### src/rtl/core/tcst_pkg.sv
`default_nettype none
package tcst_pkg;

  localparam int unsigned IndexWidth = 10;
  // table depth; the index covers it exactly, so index reduction is the identity
  localparam int unsigned NumConnections = 1024;
  localparam int unsigned TimeoutWidth = 20;
  localparam int unsigned CfgIndexWidth = 2;

  localparam logic [CfgIndexWidth-1:0] CfgEstablished = 2'd0;
  localparam logic [CfgIndexWidth-1:0] CfgClose       = 2'd1;
  localparam logic [CfgIndexWidth-1:0] CfgInitial     = 2'd2;

  localparam logic [TimeoutWidth-1:0] EstablishedReset = 20'd432000;
  localparam logic [TimeoutWidth-1:0] CloseReset       = 20'd120;
  localparam logic [TimeoutWidth-1:0] InitialReset     = 20'd120;

  typedef enum logic [3:0] {
    StNone        = 4'd0,
    StSynSent     = 4'd1,
    StSynRecv     = 4'd2,
    StEstablished = 4'd3,
    StFinWait     = 4'd4,
    StCloseWait   = 4'd5,
    StLastAck     = 4'd6,
    StTimeWait    = 4'd7,
    StClosed      = 4'd8
  } tcp_state_e;

  typedef enum logic { PhRead, PhWrite } phase_e;

  typedef struct packed {
    logic [IndexWidth-1:0] conn_index;
    logic        new_entry;
    logic [31:0] src_ip;
    logic [31:0] dst_ip;
    logic [15:0] sport;
    logic [15:0] dport;
    logic [3:0]  tcp_flags;
    logic [31:0] seq_num;
    logic [31:0] ack_num;
    logic [15:0] seg_len;
    logic [15:0] window_field;
  } pkt_t;

  typedef struct packed {
    logic [3:0]  conn_state;
    logic        is_reply;
    logic [31:0] tracked_seq;
    logic [31:0] tracked_ack;
    logic [15:0] window_size;
    logic [TimeoutWidth-1:0] timeout_value;
  } res_t;

  // classified item handed from front to back
  typedef struct packed {
    pkt_t        pkt;
    logic        has_seq;
    logic        has_ack;
    logic [31:0] seq_next;
  } cmd_t;

endpackage
`default_nettype wire

### src/rtl/core/tcst_pkt_if.sv
`default_nettype none
interface tcst_pkt_if;
  logic valid;
  logic ready;
  tcst_pkg::pkt_t data;
  modport source (output valid, output data, input ready);
  modport sink (input valid, input data, output ready);
endinterface
`default_nettype wire

### src/rtl/core/tcst_front.sv
`default_nettype none
module tcst_front (
  input  wire logic clk_i,
  input  wire logic rst_ni,
  tcst_pkt_if.sink  pkt_in,
  output tcst_pkg::cmd_t cmd_o,
  output logic      cmd_valid_o,
  input  wire logic cmd_ready_i
);
  import tcst_pkg::*;

  // two-entry queue of classified packets
  cmd_t       q_mem [2];
  logic       wr_ptr_q, wr_ptr_d, rd_ptr_q, rd_ptr_d;
  logic [1:0] cnt_q, cnt_d;
  cmd_t       cmd;
  logic       push, pop;

  always_comb begin
    cmd.pkt      = pkt_in.data;
    cmd.has_seq  = pkt_in.data.seq_num != 32'd0;
    cmd.has_ack  = pkt_in.data.ack_num != 32'd0;
    cmd.seq_next = pkt_in.data.seq_num + {16'd0, pkt_in.data.seg_len}
                   + {31'd0, pkt_in.data.tcp_flags[0] | pkt_in.data.tcp_flags[2]};
  end

  assign pkt_in.ready = cnt_q != 2'd2;
  assign push = pkt_in.valid && pkt_in.ready;
  assign pop  = cmd_valid_o && cmd_ready_i;
  assign cmd_valid_o = cnt_q != 2'd0;
  assign cmd_o = q_mem[rd_ptr_q];

  always_comb begin
    wr_ptr_d = wr_ptr_q ^ push;
    rd_ptr_d = rd_ptr_q ^ pop;
    cnt_d = cnt_q + {1'b0, push} - {1'b0, pop};
  end

  always_ff @(posedge clk_i) begin
    if (push) q_mem[wr_ptr_q] <= cmd;
  end

  always_ff @(posedge clk_i or negedge rst_ni) begin
    if (!rst_ni) begin
      wr_ptr_q <= 1'b0;
      rd_ptr_q <= 1'b0;
      cnt_q <= 2'd0;
    end else begin
      wr_ptr_q <= wr_ptr_d;
      rd_ptr_q <= rd_ptr_d;
      cnt_q <= cnt_d;
    end
  end

`ifndef SYNTHESIS
  a_cnt_max: assert property (@(posedge clk_i) disable iff (!rst_ni) cnt_q != 2'd3)
    else $error("queue count overflow");
  a_no_push_full: assert property (@(posedge clk_i) disable iff (!rst_ni)
    cnt_q == 2'd2 |-> !push) else $error("push into full queue");
  a_ptr_gap: assert property (@(posedge clk_i) disable iff (!rst_ni)
    (cnt_q == 2'd1) |-> (wr_ptr_q != rd_ptr_q)) else $error("pointer mismatch");
`endif
endmodule
`default_nettype wire

### src/flat_wrapper.sv
// flat-port wrapper written by rule: the top's interface ports become plain ports
module tcst_front_flat import tcst_pkg::*;
  (clk_i, rst_ni, cmd_o, cmd_valid_o, cmd_ready_i, pkt_in_valid, pkt_in_data, pkt_in_ready);
  tcst_pkt_if pkt_in_i ();
  input  wire logic clk_i;
  input  wire logic rst_ni;
  output tcst_pkg::cmd_t cmd_o;
  output logic cmd_valid_o;
  input  wire logic cmd_ready_i;
  input wire logic [$bits(pkt_in_i.valid)-1:0] pkt_in_valid;
  input wire logic [$bits(pkt_in_i.data)-1:0] pkt_in_data;
  output wire logic [$bits(pkt_in_i.ready)-1:0] pkt_in_ready;
  assign pkt_in_i.valid = pkt_in_valid;
  assign pkt_in_i.data = pkt_in_data;
  assign pkt_in_ready = pkt_in_i.ready;
  tcst_front u_core (.clk_i(clk_i), .rst_ni(rst_ni), .pkt_in(pkt_in_i), .cmd_o(cmd_o), .cmd_valid_o(cmd_valid_o), .cmd_ready_i(cmd_ready_i));
endmodule
### config.mk
export PLATFORM = sky130hd
export DESIGN_NAME = tcst_front_flat
export DESIGN_NICKNAME = d
export VERILOG_FILES = /design/src/rtl/core/tcst_pkg.sv /design/src/rtl/core/tcst_pkt_if.sv /design/src/rtl/core/tcst_front.sv /design/src/flat_wrapper.sv
export SDC_FILE = /design/constraint.sdc
export NUM_CORES = 1
export LEC_CHECK = 0
export ABC_AREA = 1
export BUFFER_PORTS_ARGS = -buffer_cell sky130_fd_sc_hd__buf_2
export CORE_MARGIN = 8
export CORE_UTILIZATION = 25
export DETAILED_ROUTE_END_ITERATION = 8
export HOLD_SLACK_MARGIN = 0.08
export PLACE_DENSITY = 0.46
export SLEW_MARGIN = 20
export SYNTH_ARGS = -nofsm -noshare
export SYNTH_HDL_FRONTEND = slang
export SYNTH_SLANG_ARGS = --single-unit
### constraint.sdc
create_clock -name clk_i -period 7.8 [get_ports clk_i]
set_clock_uncertainty 0.1 [all_clocks]
set_input_delay 1.17 -clock clk_i [delete_from_list [all_inputs] [get_ports clk_i]]
set_output_delay 1.17 -clock clk_i [all_outputs]
set_load 0.05 [all_outputs]
==> flow_summary_export.csv, run 1 <==
group,metric,value,unit
timing,worst_pin_slew,0.9866,ns
logic_synthesis,synth_edf_count,482,
finish,layout_common_cells,"nand2_1 (888), edfxtp_1 (482), buf_2 (453)",
timing,finalCriticalPeriod,4.868,ns
routing,first_pass_iters,4,
logic_synthesis,synth_top_area_share,74.44,%
routing,ant_nets,0,
cts,h-tree-depth,2,
min_path,holdCritPathClass,"primary input to asynchronous set/reset pin",
timing,worst_slack,2.932,ns
floorplan,die_y,294.9,microns
setup_path,slowest_delay,1.00,ns
grt,track_usage,12.40,%
logic_synthesis,yosys_warnings,0,
cts,cts_resized,0,
timing,hold_viol,0,
setup_path,start_kind,"flop",
logic_synthesis,async_flop_share,0.8230,%
setup_path,path_delay_family,"buffers and inverters",
finish,fin_area,24590,sq um
routing,drtIter0Drc,689,
logic_synthesis,synth_top_flop_cell,"edfxtp_1",
routing,via_count,13260,
placed_design,pre_cts_ws,3.428,ns
status,status,"completed",
finish,n_fill_cell,7882,
timing,hold_ws,0.2839,ns
logic_synthesis,synthTopCellsByArea,"edfxtp_1 (74%), nand2_1 (17%), inv_1 (1.5%)",
power_and_ir_drop,seqPwrFrac,34.0,%
power_and_ir_drop,swShare,47.40,%
timing,relSlewSlack,33.62,%
power_and_ir_drop,power.switching,5.280,mW
cts,insertion_delay,0.58,ns
cts,cts_root_buffer,"clkbuf_16",
placed_design,port_buffers,453,
finish,area_growth,26.50,%
logic_synthesis,ys_types,29,
routing,vias_per_cell,4.131,
floorplan,io_pins,454,
cts,cts_setup_buffers,0,
logic_synthesis,post-synth-top-area-cell,"edfxtp_1",
setup_path,cp.arrival,3.60,ns
timing,fin_tns_setup,0,ns
cts,path_clk_slew,0.06,ns
routing,wl_per_cell,17.88,microns
setup_path,path_max_fanout,66,
finish,final_nets,2355,
placed_design,gp_congestion,0.8352,
logic_synthesis,avgSynthCellArea,11.73,sq um
timing,finalCritPeriodShare,62.41,%
cts,clk_path_buf_depth,3,
timing,fmax,0.2054,GHz
floorplan,coreArea,77210,sq um
finish,final_common_cell,"nand2_1",
grt,overflow,0,
power_and_ir_drop,p_clk_share,21.5,%
power_and_ir_drop,peakVddDrop,0.2909,mV
logic_synthesis,ys_seq_area_share,74.96,%
timing,setup_viol,0,
setup_path,crit_chain,"buf_4 > buf_4 > nand2_1 > nand2_1 > buf_2",
logic_synthesis,synth_nets,1890,
floorplan,start_util,25.18,%
grt,grt_pass1_vias,13250,
cts,cts_sinks,486,
power_and_ir_drop,p_int,5.859,mW
placed_design,place_area,22940,sq um
grt,grt_max_degree,133,
setup_path,required,6.53,ns
placed_design,place_hpwl,40490,microns
logic_synthesis,netlist_instances,1658,
job,max_cap_violations,0,
routing,drc,0,
setup_path,endpoint_kind,"output pin",
logic_synthesis,ys_seq_elements,486,
logic_synthesis,syn-cell-area,19440,sq um
setup_path,cp_num_buf_inv,3,
finish,final_util,31.85,%
power_and_ir_drop,comb_power_share,44.5,%
floorplan,die-area,86950,sq um
timing,rsz0062_at_grt,"false",
setup_path,critPathKind,"flop to output pin",
timing,drv_slew,0,
cts,ctsHoldBuffers,0,
finish,final_layout_size_suffix_gt1_share,25.23,%
routing,drt_wl_total,57400,microns
floorplan,fp.dieW,294.9,microns
setup_path,cp_slowest_cell,"dfrtp_4",
floorplan,rows,102,
grt,antenna_found_initial,12,
power_and_ir_drop,p_leak,10.59,nW
cts,numCtsBuffers,53,
grt,grt_first_pass_wirelength,82740,microns
cts,cts_tree,"done",
power_and_ir_drop,power_density,452.9,nW/um^2
[cell type report]
cell class / instances / area, sq um / share of cell area (%)
inverters: 84 / 322.8 / 1.313
well taps: 1040 / 1301 / 5.291
clock buffers: 69 / 1386 / 5.637
repair buffers: 463 / 2380 / 9.676
multi-input cells: 1035 / 4357 / 17.71
flip-flops and latches: 486 / 14580 / 59.27
diodes: 6 / 15.01 / 0.06105
clock inverters: 27 / 255.2 / 1.038
[metrics by stage]
stage | cells | power, mW
floorplan | 1658 | 7.578
global placement | 3108 | 8.888
detailed placement | 3108 | 8.911
CTS | 3204 | 11.35
global route | 3208 | 11.71
finish | 3210 | 11.14
[per-layer routing]
metal  vias up  GRT usage, %  share of wire, %
met5         -             0              0.21
met4        16         3.184               2.2
met3        90         3.584               7.4
met2       391         21.65                50
met1      6296         14.91                41
li1       6467             -                 -
[power by group through the flow]
stage                     clock network (mW)  registers, mW  logic, mW
after detailed placement                   0           3.85       5.07
after global routing                    2.57           3.84       5.29
after floorplan                            0           3.90       3.67
after CTS                               2.48           3.79       5.08
after global placement                     0           3.84       5.05
final                                   2.39           3.79       4.96
[path summary, 6_finish.rpt]
kind,start,end,slack (ns),cells after the start
max,u_core.rd_ptr_q$_DFF_PN0_,cmd_o[72],2.93,5
min,rst_ni,u_core.wr_ptr_q$_DFF_PN0_,0.28,1
max reg2reg,u_core.cnt_q[1]$_DFF_PN0_,u_core.q_mem[0][119]$_DFFE_PP_,4.52,4
min reg2reg,u_core.cnt_q[1]$_DFF_PN0_,u_core.cnt_q[1]$_DFF_PN0_,0.55,2
max in group asynchronous,rst_ni,u_core.rd_ptr_q$_DFF_PN0_,7.18,1
min in group clk_i,u_core.cnt_q[1]$_DFF_PN0_,u_core.cnt_q[1]$_DFF_PN0_,0.55,2
[worst reg2reg max path, delay by kind of cell (launching register included)]
family	cells	cell delay, ns
compound gates	1	0.57
fa+ha+maj	1	0.50
buf+inv	2	1.27
flops	1	0.41
[cell families (layout without fill, tap and decap cells)]
family                   count (synthesis)  after routing  share of synthesized area [%]
adder cells (fa/ha/maj)                 21             21                          1.429
AND/OR/NAND/NOR                        984            984                          19.72
buffers and inverters                  137            643                          2.761
flip-flops                             486            486                          74.96
XOR/XNOR                                17             17                         0.7659
other                                    0              6                              0
AO/OA/AOI/OAI                           13             13                         0.3603
[cells in the mapped netlist, types with 3 or more instances]
cell type / number
edfxtp_1: 482
nor3_1: 9
inv_2: 5
nor2_1: 26
inv_1: 79
nand2_1: 888
clkbuf_1: 35
or2_2: 3
ha_1: 19
dfrtp_1: 4
nor4_1: 16
buf_2: 18
xor2_1: 15
a21oi_1: 9
nand4_1: 7
nand3_1: 28
[flip-flops by register name, summed over array words and instances, names as in the netlist]
signal,flops
u_core.q_mem,482
u_core.wr_ptr_q,1
u_core.cnt_q,2
u_core.rd_ptr_q,1
Note: power is estimated with default switching activity, not from simulation.
==> inputs of run 2 (changes only) <==
--- a/config.mk
+++ b/config.mk
@@ -5,13 +5,13 @@
 export SDC_FILE = /design/constraint.sdc
 export NUM_CORES = 1
 export LEC_CHECK = 0
-export ABC_AREA = 1
+export ABC_AREA = 0
 export BUFFER_PORTS_ARGS = -buffer_cell sky130_fd_sc_hd__buf_2
 export CORE_MARGIN = 8
 export CORE_UTILIZATION = 25
 export DETAILED_ROUTE_END_ITERATION = 8
 export HOLD_SLACK_MARGIN = 0.08
-export PLACE_DENSITY = 0.46
+export PLACE_DENSITY = 0.48
 export SLEW_MARGIN = 20
 export SYNTH_ARGS = -nofsm -noshare
 export SYNTH_HDL_FRONTEND = slang
==> constraint.sdc (replaced) <==
create_clock -name clk_i -period 4.46 [get_ports clk_i]
set_clock_uncertainty 0.1 [all_clocks]
set_input_delay 0.669 -clock clk_i [delete_from_list [all_inputs] [get_ports clk_i]]
set_output_delay 0.669 -clock clk_i [all_outputs]
set_load 0.05 [all_outputs]
==> run 2 against run 1 <==
Net effect:
- final cell count decreased by 22%
- synthesized area down 2.8%
- sequential share of layout area up 0.50 points
- power rose by 68%
- highest routed layer unchanged
- cell area fell by 0.84%
- largest cell class unchanged
- clock power up 82%
- largest power group unchanged
- critical endpoint is now cmd_o[32]
- clock-buffer cell count is the same
- sequential power up 73%
- routed wire length shrank 11%
- core utilization is 0.47 points higher
==> flow_summary_export.csv, run 2 <==
group,metric,value,unit
status,status,"completed",
routing,drt_wl_total,50880,microns
finish,reg_top3,"u_core.q_mem: 482 flops, u_core.cnt_q: 2 flops",
timing,hold_viol,0,
cts,cts_sinks,486,
logic_synthesis,syn-cell-area,18900,sq um
setup_path,r2r_cells,4,
cts,cts_root_buffer,"clkbuf_16",
routing,via_count,10530,
routing,first_pass_iters,4,
cts,numCtsBuffers,55,
timing,finalCritPeriodShare,76.59,%
logic_synthesis,synth_top_flop_cell,"edfxtp_1",
cts,h-tree-depth,2,
setup_path,cp.arrival,2.65,ns
logic_synthesis,synthTopCellsByArea,"edfxtp_1 (77%), mux2_2 (14%), ha_1 (1.3%)",
finish,final_nets,1708,
timing,drv_slew,0,
logic_synthesis,post-synth-top-area-cell,"edfxtp_1",
logic_synthesis,synth_most_common_cell,"edfxtp_1",
floorplan,die-area,84640,sq um
setup_path,required,3.69,ns
logic_synthesis,synth_edf_count,482,
routing,vias_per_cell,4.215,
grt,antenna_found_initial,5,
timing,relSlewSlack,38.97,%
setup_path,endpoint_kind,"output pin",
timing,fmax,0.2927,GHz
floorplan,coreArea,75440,sq um
finish,fin_area,24390,sq um
logic_synthesis,yosys_warnings,0,
floorplan,die_y,290.9,microns
finish,final_layout_size_suffix_gt1_share,53.22,%
placed_design,place_area,22630,sq um
placed_design,port_buffers,453,
finish,largest_reg_flops,482,
cts,cts_resized,0,
logic_synthesis,ys_types,42,
logic_synthesis,netlist_instances,971,
floorplan,fp.dieW,290.9,microns
setup_path,path_max_fanout,50,
routing,drtIter0Drc,505,
finish,final_common_cell,"edfxtp_1",
routing,drc,0,
power_and_ir_drop,p_leak,8.838,nW
cts,clk_path_buf_depth,3,
grt,grt_pass1_vias,11400,
cts,cts_setup_buffers,0,
placed_design,gp_congestion,0.7775,
finish,finalNonFillerCells,2499,
routing,wl_per_cell,20.36,microns
setup_path,reg2reg_to,"u_core.q_mem[0][134]$_DFFE_PP_",
timing,finalCriticalPeriod,3.416,ns
timing,setup_viol,0,
power_and_ir_drop,power_density,766.4,nW/um^2
min_path,worstHoldStart,"pkt_in_data[132]",
timing,worst_pin_slew,0.9155,ns
min_path,min_path_cells,1,
setup_path,r2r_start,"u_core.cnt_q[1]$_DFF_PN0_",
routing,ant_nets,0,
cts,ctsHoldBuffers,1,
cts,path_clk_slew,0.06,ns
power_and_ir_drop,peakVddDrop,0.4026,mV
grt,grt_max_degree,52,
placed_design,dp_cells,2396,
setup_path,critPathKind,"flop to output pin",
cts,cts_tree,"done",
min_path,holdCritPathClass,"primary input to flop",
grt,overflow,0,
logic_synthesis,ys_seq_area_share,77.12,%
logic_synthesis,synth_top_area_share,76.59,%
setup_path,start_kind,"flop",
placed_design,place_hpwl,36530,microns
job,max_cap_violations,0,
logic_synthesis,synth_nets,1203,
floorplan,start_util,25.05,%
logic_synthesis,avgSynthCellArea,19.46,sq um
logic_synthesis,ys_top_cells_by_count,"edfxtp_1 (482), mux2_2 (241), clkbuf_1 (25), ha_1 (19)",
min_path,hold_end,"u_core.q_mem[0][166]$_DFFE_PP_",
floorplan,rows,101,
floorplan,io_pins,454,
grt,track_usage,11.55,%
setup_path,rrSetupSlack,2.01,ns
finish,area_growth,29.05,%
grt,grt_first_pass_wirelength,74800,microns
cts,insertion_delay,0.59,ns
logic_synthesis,async_flop_share,0.8230,%
timing,rsz0062_at_grt,"false",
finish,top_register,"u_core.q_mem",
finish,layout_common_cells,"edfxtp_1 (482), buf_2 (453), mux2_2 (241)",
finish,n_fill_cell,7405,
logic_synthesis,ys_seq_elements,486,
run 2: changes by cell type in the layout (fill, tap and decap cells not counted), sizes merged, moves of 8 or more:
cell / before / now
nor2: 27 / 15
nand3: 28 / 12
mux2: 0 / 241
buf: 463 / 480
inv: 87 / 13
nand2: 888 / 16
o21ai: 2 / 10
xnor2: 2 / 17
run 2: worst max-delay path: stages, from the launching register on:
cell	delay [ns]
dfrtp_4	1.02
buf_12	0.34
mux2_2	0.41
buf_2	0.24
run 2: layer usage:
| metal | GRT usage (%) | up-vias | part of all wire, % |
|---|---|---|---|
| li1 | - | 4880 | - |
| met1 | 13.46 | 5226 | 40 |
| met2 | 19.83 | 343 | 49 |
| met3 | 4.152 | 79 | 7.8 |
| met4 | 3.499 | 6 | 2.7 |
| met5 | 0 | - | 0.092 |
run 2: cell type report:
class                      instances  area, sq um  area share, %
inverter                          11        41.29         0.1693
clock inverter                    32        291.5          1.195
clock buffer                      69         1450          5.946
antenna                            1        2.502        0.01026
multi-input combinational        441         4170          17.10
sequential                       486        14580          59.78
timing repair buffer             481         2630          10.78
tap                              978         1224          5.018
run 2: through the flow:
| step | utilization (%) | TNS (ns) | worst slack, ns | power, mW | hold WS (ns) |
|---|---|---|---|---|---|
| final | 32.32 | 0 | 1.044 | 18.69 | 0.1641 |
| after global routing | 32.32 | 0 | 0.8855 | 19.53 | 0.1171 |
| after CTS | 32.32 | 0 | 0.9206 | 19.05 | 0.09498 |
| after detailed placement | 30.00 | 0 | 0.6672 | 14.58 | 0.3829 |
| after global placement | 30.00 | 0 | 0.6562 | 14.53 | 0.3822 |
| after floorplan | - | -82.27 | -0.1707 | 12.46 | 0.2734 |
run 2: cells by family after synthesis:
logic type / after synthesis / synth area share (%)
buffers and inverters: 44 / 0.9402
XOR/XNOR: 28 / 1.298
AO/OA/AOI/OAI: 60 / 2.205
AND/OR/NAND/NOR: 91 / 2.602
multiplexers: 241 / 14.36
flip-flops: 486 / 77.12
adder cells (fa/ha/maj): 21 / 1.470
run 2: power by group:
group          leakage, nW  switching [mW]  internal (mW)  total [mW]
clock                0.846            1.78           2.58        4.36
combinational         3.48            5.69           2.08        7.77
sequential            4.52           0.304           6.26        6.56
run 2: worst max-delay path by stage:
stage,from,endpoint,slack (ns)
after floorplan,u_core.cnt_q[1]$_DFF_PN0_,u_core.q_mem[1][0]$_DFFE_PP_,-0.17
after detailed placement,pkt_in_data[64],u_core.q_mem[0][30]$_DFFE_PP_,0.67
after global placement,pkt_in_data[64],u_core.q_mem[0][30]$_DFFE_PP_,0.66
final,u_core.rd_ptr_q$_DFF_PN0_,cmd_o[32],1.04
after CTS,u_core.rd_ptr_q$_DFF_PN0_,cmd_o[32],0.92
after global routing,u_core.rd_ptr_q$_DFF_PN0_,cmd_o[60],0.89
